<file path="src/hw/rtl/lift_bridge_sequencer_defines.svh">
// Assertion macros shared by the lift bridge sequencer RTL.
`ifndef LIFT_BRIDGE_SEQUENCER_DEFINES_SVH
`define LIFT_BRIDGE_SEQUENCER_DEFINES_SVH

// Same-cycle implication, sampled on clk, disabled while rst_n is low.
`define LBS_ASSERT_IMP(lbl, ante, cons, msg) \
    lbl: assert property (@(posedge clk) disable iff (!rst_n) (ante) |-> (cons)) \
        else $error(msg);

// Next-cycle implication, sampled on clk, disabled while rst_n is low.
`define LBS_ASSERT_NXT(lbl, ante, cons, msg) \
    lbl: assert property (@(posedge clk) disable iff (!rst_n) (ante) |=> (cons)) \
        else $error(msg);

`endif

</file>
<file path="src/hw/rtl/lbs_pkg.sv">
// Types and constants shared by the lift bridge sequencer modules.
package lbs_pkg;

    typedef enum logic [2:0] {
        PH_IDLE       = 3'd0,
        PH_ROAD_WARN  = 3'd1,
        PH_BOAT_WARN  = 3'd2,
        PH_OPENING    = 3'd3,
        PH_OPEN       = 3'd4,
        PH_CLOSE_WARN = 3'd5,
        PH_CLOSING    = 3'd6
    } phase_t;

    typedef enum logic [1:0] {
        DRV_STOP  = 2'd0,
        DRV_OPEN  = 2'd1,
        DRV_CLOSE = 2'd2
    } drive_t;

    localparam int CFG_INDEX_BITS = 3;

    localparam logic [CFG_INDEX_BITS-1:0] CFG_DETECT_CM     = 3'd0;
    localparam logic [CFG_INDEX_BITS-1:0] CFG_CLEAR_CM      = 3'd1;
    localparam logic [CFG_INDEX_BITS-1:0] CFG_ROAD_WARN_MS  = 3'd2;
    localparam logic [CFG_INDEX_BITS-1:0] CFG_BOAT_WARN_MS  = 3'd3;
    localparam logic [CFG_INDEX_BITS-1:0] CFG_TRAVEL_MS     = 3'd4;
    localparam logic [CFG_INDEX_BITS-1:0] CFG_CLEAR_HOLD_MS = 3'd5;
    localparam logic [CFG_INDEX_BITS-1:0] CFG_FLASH_HALF_MS = 3'd6;
    localparam logic [CFG_INDEX_BITS-1:0] CFG_MOTOR_DUTY    = 3'd7;

    localparam int CFG_DATA_BITS = 16;

    localparam logic [8:0]  RST_DETECT_CM     = 9'd50;
    localparam logic [8:0]  RST_CLEAR_CM      = 9'd70;
    localparam logic [15:0] RST_ROAD_WARN_MS  = 16'd10000;
    localparam logic [15:0] RST_BOAT_WARN_MS  = 16'd3000;
    localparam logic [15:0] RST_TRAVEL_MS     = 16'd4000;
    localparam logic [15:0] RST_CLEAR_HOLD_MS = 16'd8000;
    localparam logic [15:0] RST_FLASH_HALF_MS = 16'd500;
    localparam logic [7:0]  RST_MOTOR_DUTY    = 8'd200;

    typedef struct packed {
        logic [8:0]  detect_cm;
        logic [8:0]  clear_cm;
        logic [15:0] road_warn_ms;
        logic [15:0] boat_warn_ms;
        logic [15:0] travel_ms;
        logic [15:0] clear_hold_ms;
        logic [15:0] flash_half_ms;
        logic [7:0]  motor_duty;
    } cfg_t;

    typedef struct packed {
        logic   road_green;
        logic   road_yellow;
        logic   road_red;
        logic   boat_red;
        logic   boat_yellow;
        logic   boat_green;
        drive_t motor_drive;
        logic [7:0] motor_pwm;
        phase_t phase_code;
    } result_t;

endpackage

</file>
<file path="src/hw/rtl/lbs_cfg.sv">
// Configuration register file of the lift bridge sequencer.
module lbs_cfg (
    input  logic                               clk,
    input  logic                               rst_n,
    input  logic                               wr_en,
    input  logic [lbs_pkg::CFG_INDEX_BITS-1:0] wr_index,
    input  logic [lbs_pkg::CFG_DATA_BITS-1:0]  wr_data,
    output lbs_pkg::cfg_t                      cfg
);
    import lbs_pkg::*;

    cfg_t cfg_reg;

    // Truncate write data to the width of the addressed register.
    always_ff @(posedge clk or negedge rst_n)
    begin
        if (!rst_n)
        begin
            cfg_reg.detect_cm     <= RST_DETECT_CM;
            cfg_reg.clear_cm      <= RST_CLEAR_CM;
            cfg_reg.road_warn_ms  <= RST_ROAD_WARN_MS;
            cfg_reg.boat_warn_ms  <= RST_BOAT_WARN_MS;
            cfg_reg.travel_ms     <= RST_TRAVEL_MS;
            cfg_reg.clear_hold_ms <= RST_CLEAR_HOLD_MS;
            cfg_reg.flash_half_ms <= RST_FLASH_HALF_MS;
            cfg_reg.motor_duty    <= RST_MOTOR_DUTY;
        end
        else if (wr_en)
        begin
            case (wr_index)
                CFG_DETECT_CM:     cfg_reg.detect_cm     <= wr_data[8:0];
                CFG_CLEAR_CM:      cfg_reg.clear_cm      <= wr_data[8:0];
                CFG_ROAD_WARN_MS:  cfg_reg.road_warn_ms  <= wr_data;
                CFG_BOAT_WARN_MS:  cfg_reg.boat_warn_ms  <= wr_data;
                CFG_TRAVEL_MS:     cfg_reg.travel_ms     <= wr_data;
                CFG_CLEAR_HOLD_MS: cfg_reg.clear_hold_ms <= wr_data;
                CFG_FLASH_HALF_MS: cfg_reg.flash_half_ms <= wr_data;
                CFG_MOTOR_DUTY:    cfg_reg.motor_duty    <= wr_data[7:0];
                default:           cfg_reg.motor_duty    <= cfg_reg.motor_duty;
            endcase
        end
    end

    assign cfg = cfg_reg;

endmodule

</file>
<file path="src/hw/rtl/lbs_core.sv">
// Phase sequencer state and per-tick step logic of the lift bridge sequencer.
module lbs_core #(
    parameter int TIME_BITS = 32
) (
    input  logic            clk,
    input  logic            rst_n,
    input  logic            accept,
    input  logic [31:0]     time_ms,
    input  logic [8:0]      distance_a,
    input  logic [8:0]      distance_b,
    input  lbs_pkg::cfg_t   cfg,
    output lbs_pkg::result_t res
);
    import lbs_pkg::*;

    `include "lift_bridge_sequencer_defines.svh"

    phase_t               phase_reg, phase_next;
    logic [TIME_BITS-1:0] phase_start_reg, phase_start_next;
    logic [TIME_BITS-1:0] clear_start_reg, clear_start_next;
    logic [TIME_BITS-1:0] flash_last_reg, flash_last_next;
    logic                 clear_timing_reg, clear_timing_next;
    logic                 flash_level_reg, flash_level_next;
    logic                 byl_reg, byl_next;

    logic [TIME_BITS-1:0] now;
    logic                 phase_due_road, phase_due_boat, phase_due_travel;
    logic                 hold_due, flash_due;
    logic                 boat_seen, chan_clear;
    logic                 rg, ry, rr, br, bg;
    drive_t               drive;

    always_ff @(posedge clk or negedge rst_n)
    begin
        if (!rst_n)
        begin
            phase_reg        <= PH_IDLE;
            phase_start_reg  <= '0;
            clear_start_reg  <= '0;
            flash_last_reg   <= '0;
            clear_timing_reg <= 1'b0;
            flash_level_reg  <= 1'b0;
            byl_reg          <= 1'b0;
        end
        else if (accept)
        begin
            phase_reg        <= phase_next;
            phase_start_reg  <= phase_start_next;
            clear_start_reg  <= clear_start_next;
            flash_last_reg   <= flash_last_next;
            clear_timing_reg <= clear_timing_next;
            flash_level_reg  <= flash_level_next;
            byl_reg          <= byl_next;
        end
    end

    // Elapsed times wrap at the time width.
    always_comb
    begin
        now              = TIME_BITS'(time_ms);
        phase_due_road   = (now - phase_start_reg) >= TIME_BITS'(cfg.road_warn_ms);
        phase_due_boat   = (now - phase_start_reg) >= TIME_BITS'(cfg.boat_warn_ms);
        phase_due_travel = (now - phase_start_reg) >= TIME_BITS'(cfg.travel_ms);
        hold_due         = (now - clear_start_reg) >= TIME_BITS'(cfg.clear_hold_ms);
        flash_due        = (now - flash_last_reg) >= TIME_BITS'(cfg.flash_half_ms);
        boat_seen        = (distance_a <= cfg.detect_cm) || (distance_b <= cfg.detect_cm);
        chan_clear       = (distance_a > cfg.clear_cm) && (distance_b > cfg.clear_cm);
    end

    always_comb
    begin
        phase_next        = phase_reg;
        phase_start_next  = phase_start_reg;
        clear_start_next  = clear_start_reg;
        flash_last_next   = flash_last_reg;
        clear_timing_next = clear_timing_reg;
        flash_level_next  = flash_level_reg;
        byl_next          = byl_reg;
        rg = 1'b0;
        ry = 1'b0;
        rr = 1'b1;
        br = 1'b1;
        bg = 1'b0;

        // Toggle the boat yellow flasher in the boat warning, opening and closing warning phases.
        if ((phase_reg == PH_BOAT_WARN) || (phase_reg == PH_OPENING)
            || (phase_reg == PH_CLOSE_WARN))
        begin
            if (flash_due)
            begin
                flash_level_next = !flash_level_reg;
                byl_next         = !flash_level_reg;
                flash_last_next  = now;
            end
        end

        case (phase_reg)
            PH_ROAD_WARN:
            begin
                rr       = 1'b0;
                ry       = 1'b1;
                byl_next = 1'b0;
                if (phase_due_road)
                begin
                    phase_start_next = now;
                    phase_next       = PH_BOAT_WARN;
                end
            end
            PH_BOAT_WARN:
            begin
                if (phase_due_boat)
                begin
                    phase_start_next = now;
                    phase_next       = PH_OPENING;
                    byl_next         = 1'b0;
                end
            end
            PH_OPENING:
            begin
                if (phase_due_travel)
                begin
                    br         = 1'b0;
                    bg         = 1'b1;
                    byl_next   = 1'b0;
                    phase_next = PH_OPEN;
                end
            end
            PH_OPEN:
            begin
                br       = 1'b0;
                bg       = 1'b1;
                byl_next = 1'b0;
                if (chan_clear)
                begin
                    if (!clear_timing_reg)
                    begin
                        clear_start_next  = now;
                        clear_timing_next = 1'b1;
                    end
                    else if (hold_due)
                    begin
                        phase_start_next  = now;
                        phase_next        = PH_CLOSE_WARN;
                        clear_timing_next = 1'b0;
                    end
                end
                else
                begin
                    clear_timing_next = 1'b0;
                end
            end
            PH_CLOSE_WARN:
            begin
                if (phase_due_boat)
                begin
                    phase_start_next = now;
                    phase_next       = PH_CLOSING;
                end
            end
            PH_CLOSING:
            begin
                // Boat yellow holds its last flash level while closing.
                if (phase_due_travel)
                begin
                    byl_next   = 1'b0;
                    phase_next = PH_IDLE;
                end
            end
            default:
            begin
                rr         = 1'b0;
                rg         = 1'b1;
                byl_next   = 1'b0;
                phase_next = PH_IDLE;
                if (boat_seen)
                begin
                    phase_start_next = now;
                    phase_next       = PH_ROAD_WARN;
                end
            end
        endcase

        // Motor follows the phase entered on this tick.
        if (phase_next == PH_OPENING)
        begin
            drive = DRV_OPEN;
        end
        else if (phase_next == PH_CLOSING)
        begin
            drive = DRV_CLOSE;
        end
        else
        begin
            drive = DRV_STOP;
        end
    end

    always_comb
    begin
        res.road_green  = rg;
        res.road_yellow = ry;
        res.road_red    = rr;
        res.boat_red    = br;
        res.boat_yellow = byl_next;
        res.boat_green  = bg;
        res.motor_drive = drive;
        res.motor_pwm   = (drive == DRV_STOP) ? 8'd0 : cfg.motor_duty;
        res.phase_code  = phase_next;
    end

    `LBS_ASSERT_IMP(a_clear_timing_open, clear_timing_reg, phase_reg == PH_OPEN,
        "clear hold timer running outside the open phase")
    `LBS_ASSERT_IMP(a_byl_phase, byl_reg,
        (phase_reg == PH_BOAT_WARN) || (phase_reg == PH_OPENING) ||
        (phase_reg == PH_CLOSE_WARN) || (phase_reg == PH_CLOSING),
        "boat yellow lamp lit in a phase that clears it")
    `LBS_ASSERT_NXT(a_phase_hold, !accept, $stable(phase_reg),
        "phase moved without an accepted tick")

endmodule

</file>
<file path="src/hw/rtl/lift_bridge_sequencer.sv">
// Top level of the lift bridge sequencer: stream ports, config port, result register.
// An accepted tick's result is registered and appears on m_tdata in the next cycle.
// Throughput: one tick per cycle unless m_tready stalls; the phase step is a single
// combinational pass between the sequencer state registers and the result register.
// Reset (rst_n, asynchronous, active low): idle phase, timers and flasher cleared,
// registers at their defaults, no result pending.
module lift_bridge_sequencer #(
    parameter int TIME_BITS = 32
) (
    input  logic                               clk,
    input  logic                               rst_n,
    // s_tdata: time_ms[31:0], distance_a[40:32], distance_b[49:41], zero fill
    input  logic                               s_tvalid,
    output logic                               s_tready,
    input  logic [55:0]                        s_tdata,
    // m_tdata: road_green[0], road_yellow[1], road_red[2], boat_red[3],
    // boat_yellow[4], boat_green[5], motor_drive[7:6], motor_pwm[15:8],
    // phase_code[18:16], zero fill
    output logic                               m_tvalid,
    input  logic                               m_tready,
    output logic [23:0]                        m_tdata,
    // Configuration write channel
    input  logic                               cfg_valid,
    output logic                               cfg_ready,
    input  logic [lbs_pkg::CFG_INDEX_BITS-1:0] cfg_index,
    input  logic [lbs_pkg::CFG_DATA_BITS-1:0]  cfg_data
);
    import lbs_pkg::*;

    `include "lift_bridge_sequencer_defines.svh"

    cfg_t    cfg;
    result_t res;
    result_t out_reg;
    logic    out_valid_reg;
    logic    accept;

    // Registers are always writable; the user must write them only while idle (not enforced here).
    assign cfg_ready = 1'b1;

    lbs_cfg u_cfg (
        .clk      (clk),
        .rst_n    (rst_n),
        .wr_en    (cfg_valid && cfg_ready),
        .wr_index (cfg_index),
        .wr_data  (cfg_data),
        .cfg      (cfg)
    );

    // Take a new tick whenever the result register is empty or being drained
    // in this cycle, so ticks stream back to back.
    assign s_tready = !out_valid_reg || m_tready;
    assign accept   = s_tvalid && s_tready;

    lbs_core #(
        .TIME_BITS (TIME_BITS)
    ) u_core (
        .clk        (clk),
        .rst_n      (rst_n),
        .accept     (accept),
        .time_ms    (s_tdata[31:0]),
        .distance_a (s_tdata[40:32]),
        .distance_b (s_tdata[49:41]),
        .cfg        (cfg),
        .res        (res)
    );

    // Result register: load on accept, drop the valid flag once drained.
    always_ff @(posedge clk or negedge rst_n)
    begin
        if (!rst_n)
        begin
            out_valid_reg <= 1'b0;
        end
        else if (accept)
        begin
            out_valid_reg <= 1'b1;
        end
        else if (m_tready)
        begin
            out_valid_reg <= 1'b0;
        end
    end

    // Payload needs no reset; it only loads with a transaction.
    always_ff @(posedge clk)
    begin
        if (accept)
        begin
            out_reg <= res;
        end
    end

    assign m_tvalid = out_valid_reg;

    // Pack the result fields lowest bit first.
    assign m_tdata = {5'd0,
                      out_reg.phase_code,
                      out_reg.motor_pwm,
                      out_reg.motor_drive,
                      out_reg.boat_green,
                      out_reg.boat_yellow,
                      out_reg.boat_red,
                      out_reg.road_red,
                      out_reg.road_yellow,
                      out_reg.road_green};

    `LBS_ASSERT_NXT(a_accept_loads, accept, out_valid_reg,
        "accepted tick left no result pending")
    `LBS_ASSERT_IMP(a_drive_phase, out_valid_reg,
        ((out_reg.motor_drive == DRV_OPEN) == (out_reg.phase_code == PH_OPENING)) &&
        ((out_reg.motor_drive == DRV_CLOSE) == (out_reg.phase_code == PH_CLOSING)),
        "motor direction disagrees with phase")
    `LBS_ASSERT_IMP(a_road_green_idle, out_valid_reg && out_reg.road_green,
        (out_reg.phase_code == PH_IDLE) || (out_reg.phase_code == PH_ROAD_WARN),
        "road green shown outside idle")

endmodule
</file>
<file path="config.mk">
export PLATFORM = sky130hd
export DESIGN_NAME = lift_bridge_sequencer
export DESIGN_NICKNAME = d
export VERILOG_FILES = /design/src/hw/rtl/lbs_pkg.sv /design/src/hw/rtl/lbs_cfg.sv /design/src/hw/rtl/lbs_core.sv /design/src/hw/rtl/lift_bridge_sequencer.sv
export VERILOG_INCLUDE_DIRS = /design/src /design/src/hw/rtl
export SDC_FILE = /design/constraint.sdc
export NUM_CORES = 1
export LEC_CHECK = 0
export BUFFER_PORTS_ARGS = -buffer_cell sky130_fd_sc_hd__buf_2
export CORE_ASPECT_RATIO = 0.8
export CORE_MARGIN = 1.5
export CORE_UTILIZATION = 50
export DETAILED_ROUTE_END_ITERATION = 6
export PLACE_DENSITY = 0.74
export SETUP_SLACK_MARGIN = 0.2
export SYNTH_ARGS = -nofsm -noshare
export SYNTH_HDL_FRONTEND = slang
export SYNTH_HIERARCHICAL = 1
export SYNTH_SLANG_ARGS = --single-unit
export TNS_END_PERCENT = 50
</file>
<file path="constraint.sdc">
create_clock -name clk -period 5.08 [get_ports clk]
set_input_delay 0.254 -clock clk [delete_from_list [all_inputs] [get_ports clk]]
set_output_delay 0.254 -clock clk [all_outputs]
set_load 0.01 [all_outputs]
</file>
Word-level counts from Yosys, hierarchy flattened. Cells that the tools add are included.

Add/subtract/negate cells: 3. $lt $le $gt $ge: 9. Eq/ne operators: 20. Muxes and demuxes: 36. Bitwise operators: 2. Reductions and logical operators: 28.

Operators with widths (count): 32-bit two-way mux (6); 32-bit by 16-bit greater-or-equal comparator with 1-bit output (5); 32-bit one-hot mux with 4 select lines (1); 32-bit subtractor (3); 3-bit equality test (second input constant) (8); 3-bit two-way mux (8); 9-bit > comparator (2); 9-bit <= comparator (2); 3-bit one-hot mux with 6 select lines (1); 2-bit AND reduction (9); 3-bit by 2-bit equality test with 1-bit output (second input constant) (5); 1-bit two-way mux (15); 2-bit by 1-bit inequality test with 1-bit output (second input constant) (5); 8-bit AND reduction (1); 3-bit by 1-bit equality test with 1-bit output (second input constant) (2); 6-bit OR reduction (1); 5-bit OR reduction (1); 1-bit logical OR (4); 2-bit two-way mux (2); 1-bit one-hot mux with 2 select lines (2); 4-bit AND reduction (1); 4-bit nonzero test (1); 2-bit OR reduction (2); 3-bit zero test (1); 7 further kinds (10).

Register bits: 228. Input port bits: 80. Output and inout bits: 27. Logic and storage cells: 123.

Longest topological paths before layout.
Depth in word-level cells: 10. Gate-level depth with buffers: 23. Mapped depth without buffers: 21.

Modules after synthesis. Netlist, hierarchy kept.

Modules (own cells, without submodules): lbs_core (instances 1, cells each 1695, area an instance 13575.5 um^2); lbs_cfg (instances 1, cells each 232, area an instance 4083.9 um^2); lift_bridge_sequencer (instances 1, cells each 31, area an instance 676.9 um^2).

Worst setup path before layout. No wires, ideal clock.

Path type: input to register. From: input s_tdata[0]. To: register u_core.flash_last_reg[10]. Arrival: 4461 ps. Setup slack: 494 ps. Stages: 22. Cells stage by stage: inv_1 ha_1 inv_1 fa_1 a211oi_1 nor3_1 nor2_1 o21ai_0 a21o_1 a21oi_1 xnor2_1 ha_1 a211oi_1 o22a_1 o2111ai_1 or4_1 a2111o_1 nor4_2 a311o_1 buf_4 buf_4 mux2_2.

Longest elaborated chain between the ends: 3.

RTL lines: from (decl) (line lift_bridge_sequencer.sv:15) `input logic [55:0] s_tdata,`; 32-bit subtractor (line lbs_core.sv:65) `flash_due = (now - flash_last_reg) >= TIME_BITS'(cfg.flash_half_ms);`; 32-bit by 16-bit greater-or-equal comparator with 1-bit output (line lbs_core.sv:65); 3-bit AND reduction (no line); to (signal assigned) (line lbs_core.sv:50) `flash_last_reg <= flash_last_next;`; to (decl) (line lbs_core.sv:21) `logic [TIME_BITS-1:0] flash_last_reg, flash_last_next;`.

Every way passes these cells. A chain may end at the register's enable or synchronous reset.

Worst setup path in the final report.
From: register u_core.flash_last_reg[1]. To: register u_core.flash_last_reg[8].

Longest elaborated chain between the ends: 3.

RTL lines (line): 32-bit subtractor (lbs_core.sv:65); 32-bit by 16-bit greater-or-equal comparator with 1-bit output (lbs_core.sv:65); 3-bit AND reduction (no line).

Every way passes these cells.

==> reports/qor_table.md <==
| Step | Quantity | Value |
|:---|:---|:---|
| setup path | Worst R2R End | u_core/flash_last_reg[8] |
| timing | Tightest Pin Transition | 1.15 ns |
| routing | Average routed wire per standard cell | 19.3 um |
| floorplanning | Area of the die | 37800 sq um |
| layout | Commonest cells after routing, fill and taps aside | sky130_fd_sc_hd__inv_1, sky130_fd_sc_hd__ha_1, sky130_fd_sc_hd__dfrtp_1 |
| clock tree | CTS HTree Levels | 1 |
| setup path | Reg2reg start | u_core/flash_last_reg[1] |
| synthesis | Syn Std Cell Area | 18300 sq um |
| timing | Setup_tns | 0 ns |
| timing | Max-Slew Margin vs Limit | 22.9% |
| worst hold path | Worst hold start | s_tdata[31] |
| layout | Post-route cell area | 20900 sq um |
| setup path | Worst path required time | 5.50 ns |
| clock tree | Number of clock sinks | 228 |
| synthesis | Post-synth ARST share | 91.7% |
| timing | Hold violation count in the final report | 0 |
| layout | Area growth from synthesis to layout | 14.0% |
| status | Outcome | finished clean |
| clock tree | Clock-pin slew of the registers on the worst-case setup and hold paths | 0.06 ns |
| power and ir drop | Total power divided by cell area | 613 nW/um^2 |
| floorplanning | Die span in x | 217 um |
| grt | Via count of the first global-routing pass | 14.8k |
| power and ir drop | Cell internal power dissipation | 0.00722 W |
| grt | All-layer global routing usage | 25.0% |
| routing | Final routed wirelength across all metal layers | 49.3 mm |
| layout | Layout cell share with drive strength beyond 1 | 24.9% |
| routing | Residual DRC | 0 |
| power and ir drop | Clock Power Share | 16.5% |
| floorplanning | Initial standard-cell utilization of the core | 50.9% |
| setup path | Setup crit end kind | flip-flop |
| place | DPL Wire Length | 36.8 mm |
| synthesis | Number of register bits inferred by synthesis | 228 |
| place | Placement Cell Area | 19300 sq um |
| setup path | Cell family contributing the most delay on the critical path | compound AO/OA/AOI/OAI gates |
| clock tree | Worst-Skew Late Latency | 0.56 ns |
| grt | Met2 layer usage reported by global route | 40.0% |
| floorplanning | I/O pin count | 107 |
| clock tree | CTS tree | built |
| setup path | Cell depth of the worst flop-to-flop path | 20 |
| power and ir drop | Net Sw Frac | 43.7% |
| setup path | Critical path class | flip-flop to flip-flop |
| setup path | Delay of the slowest cell on the worst path | 0.45 ns |
| synthesis | Synth cell types | 98 |
| timing | Max-slew violations | 0 |
| setup path | Number of buffers and inverters on the critical path | 4 |
| setup path | Crit-path max FO | 6 |
| floorplanning | Vertical die dimension | 174 um |
| floorplanning | Area of the core region | 36000 sq um |
| setup path | Arrival time of the worst setup path | 5.36 ns |
| routing | Detail Route Antenna Nets | 0 |
| power and ir drop | Share of power burned in registers | 21.8% |
| synthesis | YS warnings | 6 |
| routing | Initial drt markers | 1095 |
| synthesis | Number of synthesized flops with an enable pin | 19 |
| worst hold path | Endpoint of the worst hold path | u_core/clear_start_reg[31] |
| worst hold path | Hold/Removal Path Class | primary input to flip-flop |
| power and ir drop | Power spent charging and discharging nets | 0.00560 W |
| power and ir drop | Combinational share of power | 61.7% |
| power and ir drop | Overall Power | 0.0128 W |
| timing | Final-report setup violation count | 0 |
| routing | Number of iterations in the first detailed-routing pass | 6 |
| grt | Overflow left after global routing | 0 |
| synthesis | Synthesized area per cell | 9.36 sq um |
| layout | Most common cell after layout, fill and taps aside | sky130_fd_sc_hd__inv_1 |
| grt | Layer with the highest usage after global routing | met2 |
| floorplanning | Row count | 62 |
| grt | GR Util met3 | 2.73% |
| setup path | Max stage delay cell, worst path | sky130_fd_sc_hd__or4_4 |
| setup path | CP Launch Type | flip-flop |
| flow run | Max cap viols | 0 |
| synthesis | Sequential-to-total area share from yosys stat | 31.9% |
| layout | Nets | 2344 |
| timing | Clock period minus final worst setup slack | 4.93 ns |
| setup path | Worst path cell trace | inv_2 > ha_1 > nor2b_4 > o2111ai_2 > a31oi_2 > a211o_1 > buf_4 > a31oi_2 > xnor2_1 > ha_1 > o21ai_0 > o22a_1 > o2111ai_2 > or4_4 > a2111o_1 > nor4_4 > a311o_2 > buf_12 > buf_12 > mux2_2 |
| clock tree | Number of buffers added by the clock tree synthesis step | 26 |
| worst hold path | Instance count along the most critical hold path | 2 |
| grt | Pin count of the biggest net entering global routing | 166 |
| clock tree | Largest buffer count on any clock path | 3 |
| place | Routability-driven placement congestion ratio | 0.961 |
| timing | Post-route clock skew | 0.0237 ns |
| timing | Share of the clock period used by the worst path | 97.1% |
| grt | First-pass GRT wire length | 76.6 mm |
| clock tree | Buffer cell driving the clock tree root | sky130_fd_sc_hd__clkbuf_16 |
| timing | Unrepaired setup endpoints after global routing | yes |
| routing | Number of vias after detailed routing | 15.3k |
| power and ir drop | Peak supply drop | 348 uV |
| routing | Detail-routed via count per cell | 6.00 |
| place | Number of buffers inserted by port buffering | 94 |
| grt | Initial antenna violation count | 0 |
| power and ir drop | Leakage power figure | 9.74 nW |
| synthesis | Most used flip-flop cell after synthesis | sky130_fd_sc_hd__dfrtp_1 |
| setup path | FF-to-FF setup slack | 0.15 ns |
| grt | Global Route met1 Usage | 36.5% |
| timing | Highest achievable clock rate | 0.203 GHz |
| synthesis | Number of instances in the synthesized netlist | 1958 |
| layout | Number of flip-flops under the largest register name | 106 |
==> cell usage after synthesis, types with 6 or more instances <==
cell	n	area share, %
sky130_fd_sc_hd__nand2b_1	20	0.68
sky130_fd_sc_hd__dfstp_2	39	5.6
sky130_fd_sc_hd__nor2b_2	8	0.38
sky130_fd_sc_hd__o21ai_0	103	2.8
sky130_fd_sc_hd__inv_1	217	4.4
sky130_fd_sc_hd__nor4_1	7	0.24
sky130_fd_sc_hd__mux2_2	198	12
sky130_fd_sc_hd__o21a_1	16	0.66
sky130_fd_sc_hd__buf_2	23	0.63
sky130_fd_sc_hd__xnor2_1	37	1.8
sky130_fd_sc_hd__edfxtp_1	19	3.1
sky130_fd_sc_hd__or4_1	6	0.25
sky130_fd_sc_hd__and3_1	18	0.61
sky130_fd_sc_hd__nor3b_1	7	0.29
sky130_fd_sc_hd__a2111o_1	7	0.43
sky130_fd_sc_hd__and4_1	7	0.33
sky130_fd_sc_hd__nor2b_1	11	0.38
sky130_fd_sc_hd__nand3_1	28	0.76
sky130_fd_sc_hd__o211ai_1	22	0.90
sky130_fd_sc_hd__buf_4	19	0.78
sky130_fd_sc_hd__and2_1	7	0.24
sky130_fd_sc_hd__a21o_1	66	2.7
sky130_fd_sc_hd__clkbuf_1	32	0.66
sky130_fd_sc_hd__o21ai_1	6	0.16
sky130_fd_sc_hd__nand4_1	39	1.3
sky130_fd_sc_hd__or3_1	12	0.41
sky130_fd_sc_hd__a211o_1	7	0.33
sky130_fd_sc_hd__nor3_1	29	0.79
sky130_fd_sc_hd__a211oi_1	27	1.1
sky130_fd_sc_hd__mux2i_1	6	0.33
sky130_fd_sc_hd__dfrtp_1	170	23
sky130_fd_sc_hd__nand2_1	118	2.4
sky130_fd_sc_hd__a21oi_1	135	3.7
sky130_fd_sc_hd__ha_1	209	14
sky130_fd_sc_hd__o2111ai_1	11	0.53
sky130_fd_sc_hd__xor2_1	25	1.2
sky130_fd_sc_hd__o21bai_1	6	0.25
sky130_fd_sc_hd__a31oi_1	18	0.61
sky130_fd_sc_hd__nor2_1	103	2.1
==> cells by family (layout without fill, tap and decap cells) <==
group / Yosys count / after routing / share of synthesized area, %
compound gates: 497 / 497 / 18.0
xor+xnor: 63 / 63 / 3.05
fa+ha+maj: 212 / 212 / 14.6
buf+inv: 300 / 410 / 6.89
flops: 228 / 228 / 31.9
mux: 205 / 205 / 12.6
other cells: 2 / 8 / 0.0410
simple gates: 451 / 451 / 13.0
==> stage by stage <==
stage	setup slack, ns	hold WS, ns	std cells	util [%]
5_1_grt	-0.0237	0.0688	2552	58.1
2_1_floorplan	0.494	-0.0416	1962	-
3_5_place_dp	-0.0600	0.209	2480	53.5
3_3_place_gp	0.0928	0.203	2480	53.5
4_1_cts	0.138	0.0434	2532	56.4
6_report	0.147	0.0656	2554	58.1
==> how the worst max path moves through the flow <==
| stage | from | to | slack (ns) | cells after the start |
|---|---|---|---|---|
| 2_1_floorplan | s_tdata[0] | u_core/flash_last_reg[10] | 0.49 | 22 |
| 3_3_place_gp | s_tdata[0] | u_core/phase_start_reg[3] | 0.09 | 23 |
| 3_5_place_dp | s_tdata[0] | u_core/phase_start_reg[26] | -0.06 | 23 |
| 4_1_cts | u_core/flash_last_reg[1] | u_core/flash_last_reg[8] | 0.14 | 18 |
| 5_1_grt | u_core/flash_last_reg[1] | u_core/flash_last_reg[8] | -0.02 | 20 |
| 6_report | u_core/flash_last_reg[1] | u_core/flash_last_reg[8] | 0.15 | 20 |
==> routing by layer <==
metal | routed length [um] | vias up
met2 | 22400 | 481
met5 | 0 | -
met3 | 2550 | 59
li1 | - | 7250
met4 | 854 | 0
met1 | 23500 | 7535
==> worst register-to-register path, delay by kind of cell, from the launching register on <==
family	cells	cell delay, ns
xor+xnor	1	0.14
buf+inv	4	0.53
fa+ha+maj	2	0.55
flops	1	0.38
mux	1	0.35
compound gates	9	2.06
simple gates	3	0.82
==> power groups by stage <==
stage / clock (W) / combinational (W) / sequential [W]
global route: 0.00223 / 0.00872 / 0.00286
floorplan: 0 / 0.00553 / 0.00271
detailed placement: 0 / 0.00722 / 0.00280
CTS: 0.00216 / 0.00728 / 0.00277
finish: 0.00211 / 0.00791 / 0.00279
global placement: 0 / 0.00701 / 0.00277
==> timing repair <==
item | in CTS | in global routing
pin swaps | 0 | 26
cloned | 0 | 8
hold endpoints to repair | 46 | 0
buffers inserted | 0 | 12
endpoints found under the setup margin | 64 | 77
gates resized for setup | 4 | 87
hold buffers | 4 | 0
==> area by class of cell <==
type                    instances  area [sq um]
clock inverters                11           184
diodes                          2          5.00
fillers                      3132         15100
inverters                     217           815
flip-flops and latches        228          5850
multi-input cells            1434         11600
repair buffers                145          1030
clock buffers                  37           785
well taps                     480           601
Note: power is estimated with default switching activity, not from simulation.
